### src/oah_pkg.sv
// shared constants and codes for the open-addressing id hash core
// no dependencies; imported by the sequencer, the top level and the checker
`default_nettype none

package oah_pkg;

    localparam int KIND_W   = 2;
    localparam int KEY_W    = 32;
    localparam int STATUS_W = 2;
    localparam int ORDER_W  = 10;
    localparam int M_TDATA_W = 16;

    localparam int MAX_ENTRIES_DEF = 1024;
    localparam int SLOT_COUNT_DEF  = 2048;
    localparam int PROBE_STRIDE    = 317;

    localparam logic [KIND_W-1:0] KIND_INSERT = 2'd0;
    localparam logic [KIND_W-1:0] KIND_LOOKUP = 2'd1;
    localparam logic [KIND_W-1:0] KIND_CLEAR  = 2'd2;

    localparam logic [STATUS_W-1:0] STATUS_OK   = 2'd0;
    localparam logic [STATUS_W-1:0] STATUS_MISS = 2'd1;
    localparam logic [STATUS_W-1:0] STATUS_FULL = 2'd2;

endpackage

`default_nettype wire

### src/oah_seq.sv
// probe sequencer of the id hash core: clearing sweep, probe walk, key compare
// depends on oah_pkg; drives the slot table and key store memories
`default_nettype none

module oah_seq
    import oah_pkg::*;
#(
    parameter int MAX_ENTRIES = MAX_ENTRIES_DEF,
    parameter int SLOT_COUNT  = SLOT_COUNT_DEF,
    localparam int SLOT_AW    = $clog2(SLOT_COUNT),
    localparam int ENT_AW     = $clog2(MAX_ENTRIES),
    localparam int VAL_W      = $clog2(MAX_ENTRIES + 1)
) (
    input  wire logic                aclk,
    input  wire logic                aresetn,
    // request side
    input  wire logic                in_valid,
    output logic                     in_ready,
    input  wire logic [KIND_W-1:0]   in_kind,
    input  wire logic [KEY_W-1:0]    in_key,
    // result side
    output logic                     out_valid,
    input  wire logic                out_ready,
    output logic      [STATUS_W-1:0] out_status,
    output logic      [ORDER_W-1:0]  out_order,
    // slot table port
    output logic                     slot_we,
    output logic      [SLOT_AW-1:0]  slot_waddr,
    output logic      [VAL_W-1:0]    slot_wdata,
    output logic      [SLOT_AW-1:0]  slot_raddr,
    input  wire logic [VAL_W-1:0]    slot_rdata,
    // key store port
    output logic                     key_we,
    output logic      [ENT_AW-1:0]   key_waddr,
    output logic      [KEY_W-1:0]    key_wdata,
    output logic      [ENT_AW-1:0]   key_raddr,
    input  wire logic [KEY_W-1:0]    key_rdata
);

    typedef enum logic [2:0] {
        S_INIT,
        S_IDLE,
        S_SLOT_CHK,
        S_KEY_CHK,
        S_CLEAR,
        S_DONE
    } state_t;

    state_t               state_reg, state_next;
    logic [SLOT_AW-1:0]   h_reg, h_next;
    logic [SLOT_AW-1:0]   n_reg, n_next;      // probe number, or sweep address
    logic [VAL_W-1:0]     count_reg, count_next;
    logic [KEY_W-1:0]     key_reg, key_next;
    logic                 ins_reg, ins_next;
    logic [ENT_AW-1:0]    idx_reg, idx_next;
    logic [STATUS_W-1:0]  res_status_reg, res_status_next;
    logic [ORDER_W-1:0]   res_order_reg, res_order_next;
    logic                 m_valid_reg, m_valid_next;
    logic [STATUS_W-1:0]  m_status_reg, m_status_next;
    logic [ORDER_W-1:0]   m_order_reg, m_order_next;

    logic [SLOT_AW-1:0]   h_adv;
    logic [VAL_W-1:0]     slot_idx;
    logic                 idx_ok;
    logic                 probe_last;

    // shared probe unit: stride step and slot value decode
    assign h_adv      = h_reg + SLOT_AW'(PROBE_STRIDE);
    assign slot_idx   = slot_rdata - VAL_W'(1);
    assign idx_ok     = slot_idx < VAL_W'(MAX_ENTRIES);
    assign probe_last = (n_reg == {SLOT_AW{1'b1}});

    assign slot_raddr = (state_reg == S_IDLE) ? in_key[SLOT_AW-1:0] : h_adv;
    assign key_raddr  = slot_idx[ENT_AW-1:0];
    assign key_waddr  = count_reg[ENT_AW-1:0];
    assign key_wdata  = key_reg;

    assign in_ready   = (state_reg == S_IDLE);
    assign out_valid  = m_valid_reg;
    assign out_status = m_status_reg;
    assign out_order  = m_order_reg;

    always_comb begin
        state_next      = state_reg;
        h_next          = h_reg;
        n_next          = n_reg;
        count_next      = count_reg;
        key_next        = key_reg;
        ins_next        = ins_reg;
        idx_next        = idx_reg;
        res_status_next = res_status_reg;
        res_order_next  = res_order_reg;
        m_valid_next    = m_valid_reg && !out_ready;
        m_status_next   = m_status_reg;
        m_order_next    = m_order_reg;
        slot_we         = 1'b0;
        slot_waddr      = h_reg;
        slot_wdata      = count_reg + VAL_W'(1);
        key_we          = 1'b0;

        unique case (state_reg)
            S_INIT, S_CLEAR: begin
                slot_we    = 1'b1;
                slot_waddr = n_reg;
                slot_wdata = '0;
                n_next     = n_reg + SLOT_AW'(1);
                if (probe_last) begin
                    state_next = (state_reg == S_INIT) ? S_IDLE : S_DONE;
                end
            end
            S_IDLE: begin
                if (in_valid) begin
                    key_next        = in_key;
                    h_next          = in_key[SLOT_AW-1:0];
                    n_next          = '0;
                    res_order_next  = '0;
                    unique case (in_kind)
                        KIND_INSERT: begin
                            ins_next = 1'b1;
                            if (count_reg == VAL_W'(MAX_ENTRIES)) begin
                                res_status_next = STATUS_FULL;
                                state_next      = S_DONE;
                            end else begin
                                state_next = S_SLOT_CHK;
                            end
                        end
                        KIND_LOOKUP: begin
                            ins_next   = 1'b0;
                            state_next = S_SLOT_CHK;
                        end
                        KIND_CLEAR: begin
                            count_next      = '0;
                            res_status_next = STATUS_OK;
                            state_next      = S_CLEAR;
                        end
                        default: begin
                            res_status_next = STATUS_MISS;
                            state_next      = S_DONE;
                        end
                    endcase
                end
            end
            S_SLOT_CHK, S_KEY_CHK: begin
                if (state_reg == S_SLOT_CHK && slot_rdata == '0) begin
                    // empty slot ends the chain
                    state_next = S_DONE;
                    if (ins_reg) begin
                        slot_we         = 1'b1;
                        key_we          = 1'b1;
                        count_next      = count_reg + VAL_W'(1);
                        res_status_next = STATUS_OK;
                        res_order_next  = ORDER_W'(count_reg);
                    end else begin
                        res_status_next = STATUS_MISS;
                    end
                end else if (state_reg == S_SLOT_CHK && !ins_reg && idx_ok) begin
                    idx_next   = slot_idx[ENT_AW-1:0];
                    state_next = S_KEY_CHK;
                end else if (state_reg == S_KEY_CHK && key_rdata == key_reg) begin
                    res_status_next = STATUS_OK;
                    res_order_next  = ORDER_W'(idx_reg);
                    state_next      = S_DONE;
                end else if (probe_last) begin
                    res_status_next = ins_reg ? STATUS_FULL : STATUS_MISS;
                    state_next      = S_DONE;
                end else begin
                    h_next     = h_adv;
                    n_next     = n_reg + SLOT_AW'(1);
                    state_next = S_SLOT_CHK;
                end
            end
            S_DONE: begin
                if (!m_valid_reg || out_ready) begin
                    m_valid_next  = 1'b1;
                    m_status_next = res_status_reg;
                    m_order_next  = res_order_reg;
                    state_next    = S_IDLE;
                end
            end
            default: begin
                state_next = S_INIT;
            end
        endcase
    end

    always_ff @(posedge aclk) begin
        if (!aresetn) begin
            state_reg   <= S_INIT;
            n_reg       <= '0;
            count_reg   <= '0;
            m_valid_reg <= 1'b0;
        end else begin
            state_reg   <= state_next;
            n_reg       <= n_next;
            count_reg   <= count_next;
            m_valid_reg <= m_valid_next;
        end
        h_reg          <= h_next;
        key_reg        <= key_next;
        ins_reg        <= ins_next;
        idx_reg        <= idx_next;
        res_status_reg <= res_status_next;
        res_order_reg  <= res_order_next;
        m_status_reg   <= m_status_next;
        m_order_reg    <= m_order_next;
    end

endmodule

`default_nettype wire

### config.mk
export PLATFORM = sky130hd
export DESIGN_NAME = oah_seq
export DESIGN_NICKNAME = d
export VERILOG_FILES = /design/src/oah_pkg.sv /design/src/oah_seq.sv
export SDC_FILE = /design/constraint.sdc
export NUM_CORES = 1
export LEC_CHECK = 0
export ABC_AREA = 1
export BUFFER_PORTS_ARGS = -buffer_cell sky130_fd_sc_hd__clkbuf_2
export CORE_UTILIZATION = 40
export DETAILED_ROUTE_END_ITERATION = 8
export SLEW_MARGIN = 5
export SYNTH_ARGS = -nofsm -noshare
export SYNTH_HDL_FRONTEND = slang
export SYNTH_SLANG_ARGS = --single-unit
### constraint.sdc
create_clock -name aclk -period 3.6 [get_ports aclk]
set_input_delay 0.54 -clock aclk [delete_from_list [all_inputs] [get_ports aclk]]
set_output_delay 0.54 -clock aclk [all_outputs]
set_load 0.1 [all_outputs]
Yosys cells after proc, flatten, opt, wreduce, memory -nomap -nowiden. Cells that the tools add are included.

Register bits: 104. Input port bits: 81. Output and inout bits: 101. Logic and storage cells: 125.

Add/subtract/negate cells: 4. $lt $le $gt $ge: 1. Equal/unequal tests: 26. Muxes and demuxes: 54. Bitwise logic cells: 1. Reduce and logical (&&, ||, !) cells: 27.

Operators by type and width (count): $mux W11 (17); $mux W10 (5); $pmux W11 S2 (2); $pmux W11 S3 (1); $eq A32 B32 Y1 (1); $mux W3 (9); $add A11 B1 Y11 const B (2); $eq A11 B11 Y1 const B (2); $ne A2 B2 Y1 const B (10); $pmux W10 S2 (1); $reduce_and A6 Y1 (3); $mux W2 (7); $ne A3 B3 Y1 const B (4); $pmux W3 S4 (1); $add A11 B9 Y11 const B (1); $logic_not A11 Y1 (1); $lt A11 B11 Y1 const B (1); $sub A11 B1 Y11 const B (1); $reduce_and A5 Y1 (2); $pmux W3 S3 (1); $reduce_and A3 Y1 (3); $eq A3 B2 Y1 const B (2); $eq A3 B3 Y1 const B (2); $mux W1 (6); other kinds (18) (28).

Longest topological paths before layout. Gate-level depths: netlist (run 1).

Depth after elaboration: 6. Depth in mapped cells: 13. Mapped depth without buffers: 13.

Least setup slack after synthesis (run 1). OpenSTA, ideal clock, no wires.

Path type: reg-to-output. Start: register state_reg[2]. End: output slot_raddr[0]. Arrival time: 3.571 ns. Required time: 3.060 ns. Setup slack: -0.511 ns. Stages on the path, launching flop included: 7. Path buffers: 2. Cell sequence: dfxtp_1 > buf_4 > inv_2 > nand2_2 > nor2_8 > buf_1 > o21ai_0.

Word-level cells in the longest chain between the ends: 2.

Ends and longest elaborated chain: start: declaration (line oah_seq.sv:49) `state_t state_reg, state_next;`; start signal: assignment (line oah_seq.sv:193) `state_reg <= state_next;`; $eq A3 B1 Y1; named net in_ready (line oah_seq.sv:18) `output logic in_ready,`; $mux W11 (line oah_seq.sv:73) `assign slot_raddr = (state_reg == S_IDLE) ? in_key[SLOT_AW-1:0] : h_adv;`; end: declaration (line oah_seq.sv:30) `output logic [SLOT_AW-1:0] slot_raddr,`.

The timed path passes the listed nets, and every way through them passes these cells.

Worst setup path after layout (run 1).
Start: register count_reg[0]. End: output slot_wdata[10].

Word-level cells in the longest chain between the ends: 2.

Ends and longest elaborated chain: start: declaration (line oah_seq.sv:52) `logic [VAL_W-1:0] count_reg, count_next;`; start signal: assignment (line oah_seq.sv:195) `count_reg <= count_next;`; $add A11 B1 Y11 (line oah_seq.sv:98) `slot_wdata = count_reg + VAL_W'(1);`; $mux W11 (line oah_seq.sv:101) `unique case (state_reg)`; end: declaration (line oah_seq.sv:29) `output logic [VAL_W-1:0] slot_wdata,`.

Every way passes these cells.

==> results of run 1 <==
## layout by cell type (no fill, tap or decap), types with 4 or more instances in the layout
cell type  instances
nand4_1           10
nand2_1          156
o21a_1             4
dfxtp_1           26
clkbuf_2         181
clkbuf_16          9
xor2_1            26
edfxtp_1          78
inv_1            101
xnor2_1           17
nor2_1            89
ha_1               5
o21ai_0           48
nand3_1           43
buf_4              8
nor3_1            13
a21oi_1           32
## Yosys cell counts (11+ instances only)
master / count / share of area, %
nand3_1: 43 / 3.7
buf_4: 13 / 1.7
nor3_1: 13 / 1.1
inv_1: 101 / 6.5
a21oi_1: 32 / 2.7
xor2_1: 29 / 4.3
o21ai_0: 50 / 4.3
edfxtp_1: 78 / 40
clkbuf_1: 11 / 0.70
dfxtp_1: 26 / 8.9
xnor2_1: 18 / 2.7
nand2_1: 156 / 10
nor2_1: 91 / 5.8
## metal layers
layer | vias up | share of wire, % | track usage, %
li1 | 2665 | - | -
met1 | 2300 | 48 | 28.76
met2 | 187 | 44 | 32.97
met3 | 22 | 7.1 | 5.258
met4 | 0 | 1.8 | 6.702
met5 | - | 0 | 0
## through the flow
stage | hold WS, ns | setup TNS [ns] | worst slack (ns) | std cells | area, sq um
after detailed placement | 0.4045 | 0 | 0.6797 | 1060 | 6942
after global routing | 0.3373 | 0 | 0.1851 | 1076 | 7222
after CTS | 0.3394 | 0 | 0.3735 | 1076 | 7222
final | 0.3574 | 0 | 0.3979 | 1076 | 7222
after global placement | 0.4024 | 0 | 0.7311 | 1060 | 6942
after floorplan | 0.4003 | -0.03481 | -0.03481 | 719 | 5899
## power breakdown
| part | leakage, uW | internal [uW] | switching, uW |
|---|---|---|---|
| clock network | 0.000136 | 480 | 456 |
| logic | 0.00220 | 69.3 | 166 |
| registers | 0.000926 | 1280 | 3.32 |
| total | 0.00326 | 1830 | 625 |
## how the worst max path moves through the flow
| stage | start | cells after the start | endpoint |
|---|---|---|---|
| global route | count_reg[1]$_SDFFE_PN0P_ | 9 | slot_wdata[10] |
| global placement | slot_rdata[0] | 10 | key_we |
| finish | count_reg[0]$_SDFFE_PN0P_ | 9 | slot_wdata[10] |
| floorplan | slot_rdata[0] | 9 | key_we |
| detailed placement | slot_rdata[0] | 10 | h_reg[7]$_DFFE_PP_ |
| CTS | count_reg[0]$_SDFFE_PN0P_ | 9 | slot_wdata[10] |
## area by class of cell
class | instances | share of cell area (%)
timing repair buffer | 189 | 13.37
multi-input combinational | 480 | 34.36
tap | 180 | 3.119
clock inverter | 6 | 0.7103
sequential | 104 | 39.64
clock buffer | 10 | 3.170
inverter | 107 | 5.631
## kinds of logic (layout without fill, tap and decap cells)
kind of cell    count (synthesis)  in the layout  share of synthesized area, %
simple gates                  334            334                         24.94
buf+inv                       135            312                         9.607
flops                         104            104                         48.85
compound gates                 94             94                         8.518
xor+xnor                       47             47                         7.024
fa+ha+maj                       5              5                         1.067
==> flow_metrics.env, run 1 <==
export IMPL_outcome="completed"
export IMPL_critical_path_buf_inv_count=2
export IMPL_cts_clk_slew_worst_paths_ns=0.08
export IMPL_htreeDepth=3
export IMPL_final_seq_area_sq_um=2863
export IMPL_vias=5174
export IMPL_port_buffers=181
export IMPL_cts_resized_gates=0
export IMPL_maxSlewViolCount=0
export IMPL_relSlewSlack_pct=38.36
export IMPL_first_pass_iters=5
export IMPL_worst_path_max_delay_cell="clkbuf_2"
export IMPL_drtIter0Drc=308
export IMPL_grt_max_degree=33
export IMPL_p_leak_uw=0.003261
export IMPL_rr_worst_depth=5
export IMPL_syn_avg_cell_area_sq_um=8.151
export IMPL_die_h_microns=123.0
export IMPL_grtUsageTotal_pct=21.14
export IMPL_syn_nets=805
export IMPL_synth_seq_cells=104
export IMPL_cp_end_kind="output port"
export IMPL_start_util_pct=41.58
export IMPL_hold_depth=1
export IMPL_max_vdd_ir_drop_mv=0.2130
export IMPL_root_buffer="clkbuf_16"
export IMPL_antenna_left=0
export IMPL_grt_pass1_wl_microns=24320
export IMPL_power_uw=2459
export IMPL_clkSinkCount=104
export IMPL_holdPathEnd="key_wdata[17]$_DFFE_PP_"
export IMPL_gp_congestion=0.8647
export IMPL_detail_route_wl_per_cell_microns=14.23
export IMPL_finalSetupViolations=0
export IMPL_tightest_slew_ns=0.9212
export IMPL_synth_area_sq_um=5861
export IMPL_num_rows=43
export IMPL_grt_remaining_overflow=0
export IMPL_yosysSeqAreaShare_pct=48.85
export IMPL_drive_gt1_share_pct=25.78
export IMPL_final_util_pct=51.23
export IMPL_r2r_start="state_reg[1]$_SDFFE_PN0P_"
export IMPL_remaining_drc_errors=0
export IMPL_cts_tree="built"
export IMPL_die_area_sq_um=15140
export IMPL_min_period_over_period_pct=88.95
export IMPL_worstPathArrival_ns=2.66
export IMPL_core_sq_um=14100
export IMPL_rsz0062_at_grt="false"
export IMPL_first_global_vias=4837
export IMPL_n_antenna_cell=0
export IMPL_finalCriticalPeriod_ns=3.202
export IMPL_worstHoldStart="in_key[17]"
export IMPL_cpPeakStageDelay_ns=0.48
export IMPL_ys_flop_type="edfxtp_1"
export IMPL_cts_buffers_inserted=9
export IMPL_synthCells=719
export IMPL_fmax_mhz=312.3
export IMPL_reg2reg_slack_ns=1.09
export IMPL_yosysWarnings=0
export IMPL_max_cap_violations=0
export IMPL_antenna_found_initial=0
export IMPL_cts_hold_fix_buffers=0
export IMPL_wirelength_microns=15310
export IMPL_hold_class="in -> reg"
export IMPL_reg2reg_to="h_reg[1]$_DFFE_PP_"
export IMPL_num_io_pins=182
export IMPL_synth_cell_types=38
export IMPL_clock_path_buffers=2
export IMPL_finalClockSkew_ns=0.01082
export IMPL_nets=977
export IMPL_fillers=1394
export IMPL_synthArstFlopShare_pct=0
export IMPL_criticalPathCategory="reg -> out"
export IMPL_start_kind="flop"
export IMPL_crit_chain="ha_1 > nand3_1 > nor3_1 > nand3_1 > nor2_1 > xor2_1 > inv_1 > nor2_1 > clkbuf_2"
export IMPL_insertion_delay_ns=0.35
export IMPL_required_ns=3.06
export IMPL_postCtsSetupRepairBufs=0
export IMPL_fp_dieW_microns=123.0
export IMPL_cp_max_fo=4
export IMPL_largest_register_ffs=32
export IMPL_crit_family="simple AND/OR/NAND/NOR gates"
export IMPL_powerDensity_nw_per_um2=340.4
export IMPL_hold_viol_final=0
export IMPL_dpl_hpwl_microns=12150
export IMPL_multi_input_area_sq_um=2481
export IMPL_syn_to_final_growth_pct=23.23
export IMPL_synth_edf_count=78
export IMPL_vias_per_cell=4.809
(Power assumes the default switching activity.)
==> run 2: changes to the inputs <==
Settings changed: CORE_ASPECT_RATIO from default to 0.8, SLEW_MARGIN 5 to 10.
==> flow_metrics.env, run 2 (same netlist as run 1, synthesis figures left out) <==
export IMPL_cts_buffers_inserted=9
export IMPL_die_h_microns=110.3
export IMPL_finalSetupViolations=0
export IMPL_num_io_pins=182
export IMPL_clkSinkCount=104
export IMPL_cp_max_fo=19
export IMPL_place_inst=1064
export IMPL_grt_max_degree=33
export IMPL_antenna_left=0
export IMPL_wl_met2_microns=6448
export IMPL_cpPeakStageDelay_ns=0.61
export IMPL_cts_clk_slew_worst_paths_ns=0.07
export IMPL_grtUsageTotal_pct=20.31
export IMPL_outcome="completed"
export IMPL_htreeDepth=3
export IMPL_cts_resized_gates=0
export IMPL_fp_dieW_microns=137.3
export IMPL_postCtsSetupRepairBufs=0
export IMPL_worstPathArrival_ns=2.59
export IMPL_final_common_cell="clkbuf_2"
export IMPL_hold_viol_final=0
export IMPL_drive_gt1_share_pct=25.67
export IMPL_largest_register_ffs=32
export IMPL_antenna_found_initial=0
export IMPL_clock_path_buffers=2
export IMPL_relSlewSlack_pct=36.12
export IMPL_max_vdd_ir_drop_mv=0.2023
export IMPL_vias=5169
export IMPL_fillers=1446
export IMPL_max_cap_violations=0
export IMPL_criticalPathCategory="reg -> out"
export IMPL_place_area_sq_um=6947
export IMPL_fmax_mhz=319.8
export IMPL_power_uw=2505
export IMPL_port_buffers=181
export IMPL_cts_tree="built"
export IMPL_final_area_sq_um=7243
export IMPL_m1WireLength_microns=7468
export IMPL_tns_ns=0
export IMPL_vias_per_cell=4.786
export IMPL_start_util_pct=40.99
export IMPL_grt_pass1_wl_microns=23180
export IMPL_first_pass_iters=5
export IMPL_num_rows=39
export IMPL_grt_remaining_overflow=0
export IMPL_n_antenna_cell=0
export IMPL_root_buffer="clkbuf_16"
export IMPL_core_sq_um=14300
export IMPL_syn_to_final_growth_pct=23.59
export IMPL_topRoutingLayerUsed="met4"
export IMPL_gp_congestion=0.8815
export IMPL_detail_route_wl_per_cell_microns=14.00
export IMPL_hold_class="in -> reg"
export IMPL_wirelength_microns=15120
export IMPL_dpl_hpwl_microns=12080
export IMPL_worst_path_max_delay_cell="dfxtp_1"
export IMPL_final_cell_mix="clkbuf_2 (181), nand2_1 (156), inv_1 (101), nor2_1 (89), edfxtp_1 (78)"
export IMPL_final_util_pct=50.66
export IMPL_start_kind="flop"
export IMPL_finalCriticalPeriod_ns=3.127
export IMPL_min_period_over_period_pct=86.85
export IMPL_maxSlewViolCount=0
export IMPL_drtIter0Drc=299
export IMPL_powerDensity_nw_per_um2=345.8
export IMPL_rsz0062_at_grt="false"
export IMPL_cts_hold_fix_buffers=0
export IMPL_finalClockSkew_ns=0.007834
export IMPL_first_global_vias=4608
export IMPL_insertion_delay_ns=0.35
export IMPL_required_ns=3.06
export IMPL_cp_end_kind="output port"
export IMPL_crit_chain="inv_2 > nor2_4 > nand2_2 > nor2_1 > inv_1 > nor2_2 > clkbuf_2"
export IMPL_nets=977
export IMPL_die_area_sq_um=15140
export IMPL_fin_cells=1080
export IMPL_remaining_drc_errors=0
export IMPL_p_leak_uw=0.003266
export IMPL_tightest_slew_ns=0.9547
export IMPL_wl_met3_microns=1009
[run 2: cell types whose count changed in the layout (fill, tap and decap cells not counted)]
cell       change
inv_4          -1
inv_8          -1
bufinv_16      +1
clkinv_1       +1
[run 2: final timing paths]
path,from,to,slack [ns],cells after the start
max,state_reg[1]$_SDFFE_PN0P_,key_we,0.47,7
min,in_key[27],key_wdata[27]$_DFFE_PP_,0.36,1
max reg2reg,state_reg[1]$_SDFFE_PN0P_,res_order_reg[6]$_SDFFCE_PP0P_,0.90,10
min reg2reg,res_order_reg[4]$_SDFFCE_PP0P_,out_order[4]$_DFFE_PP_,0.42,0
[run 2: cell type report]
class / count / area, sq um / share of cell area, %
flip-flops and latches: 104 / 2863 / 39.52
clock inverters: 6 / 67.56 / 0.9328
clock buffers: 10 / 229.0 / 3.161
multi-input cells: 480 / 2481 / 34.25
inverters: 107 / 406.6 / 5.614
repair buffers: 189 / 965.9 / 13.34
well taps: 184 / 230.2 / 3.178
[run 2: routing by layer]
layer | up-vias | track usage [%]
li1 | 2671 | -
met1 | 2349 | 29.23
met2 | 135 | 30.52
met3 | 14 | 4.664
met4 | 0 | 5.338
met5 | - | 0
[run 2: where the power goes]
| part | total, uW | internal (uW) | switching [uW] |
|---|---|---|---|
| logic | 234 | 69.2 | 165 |
| clock network | 982 | 542 | 440 |
| registers | 1290 | 1280 | 3.73 |
[run 2: worst max-delay path, delay by kind of cell (launching register included)]
family / cells / cell delay, ns
flip-flops: 1 / 0.61
buffers and inverters: 3 / 0.79
AND/OR/NAND/NOR: 4 / 0.83
[run 2: stage by stage]
step / hold slack [ns] / setup WS, ns
6_report: 0.3626 / 0.4733
4_1_cts: 0.3459 / 0.4442
2_1_floorplan: 0.4003 / -0.03481
5_1_grt: 0.3418 / 0.2390
3_3_place_gp: 0.4021 / 0.6520
3_5_place_dp: 0.4045 / 0.6482
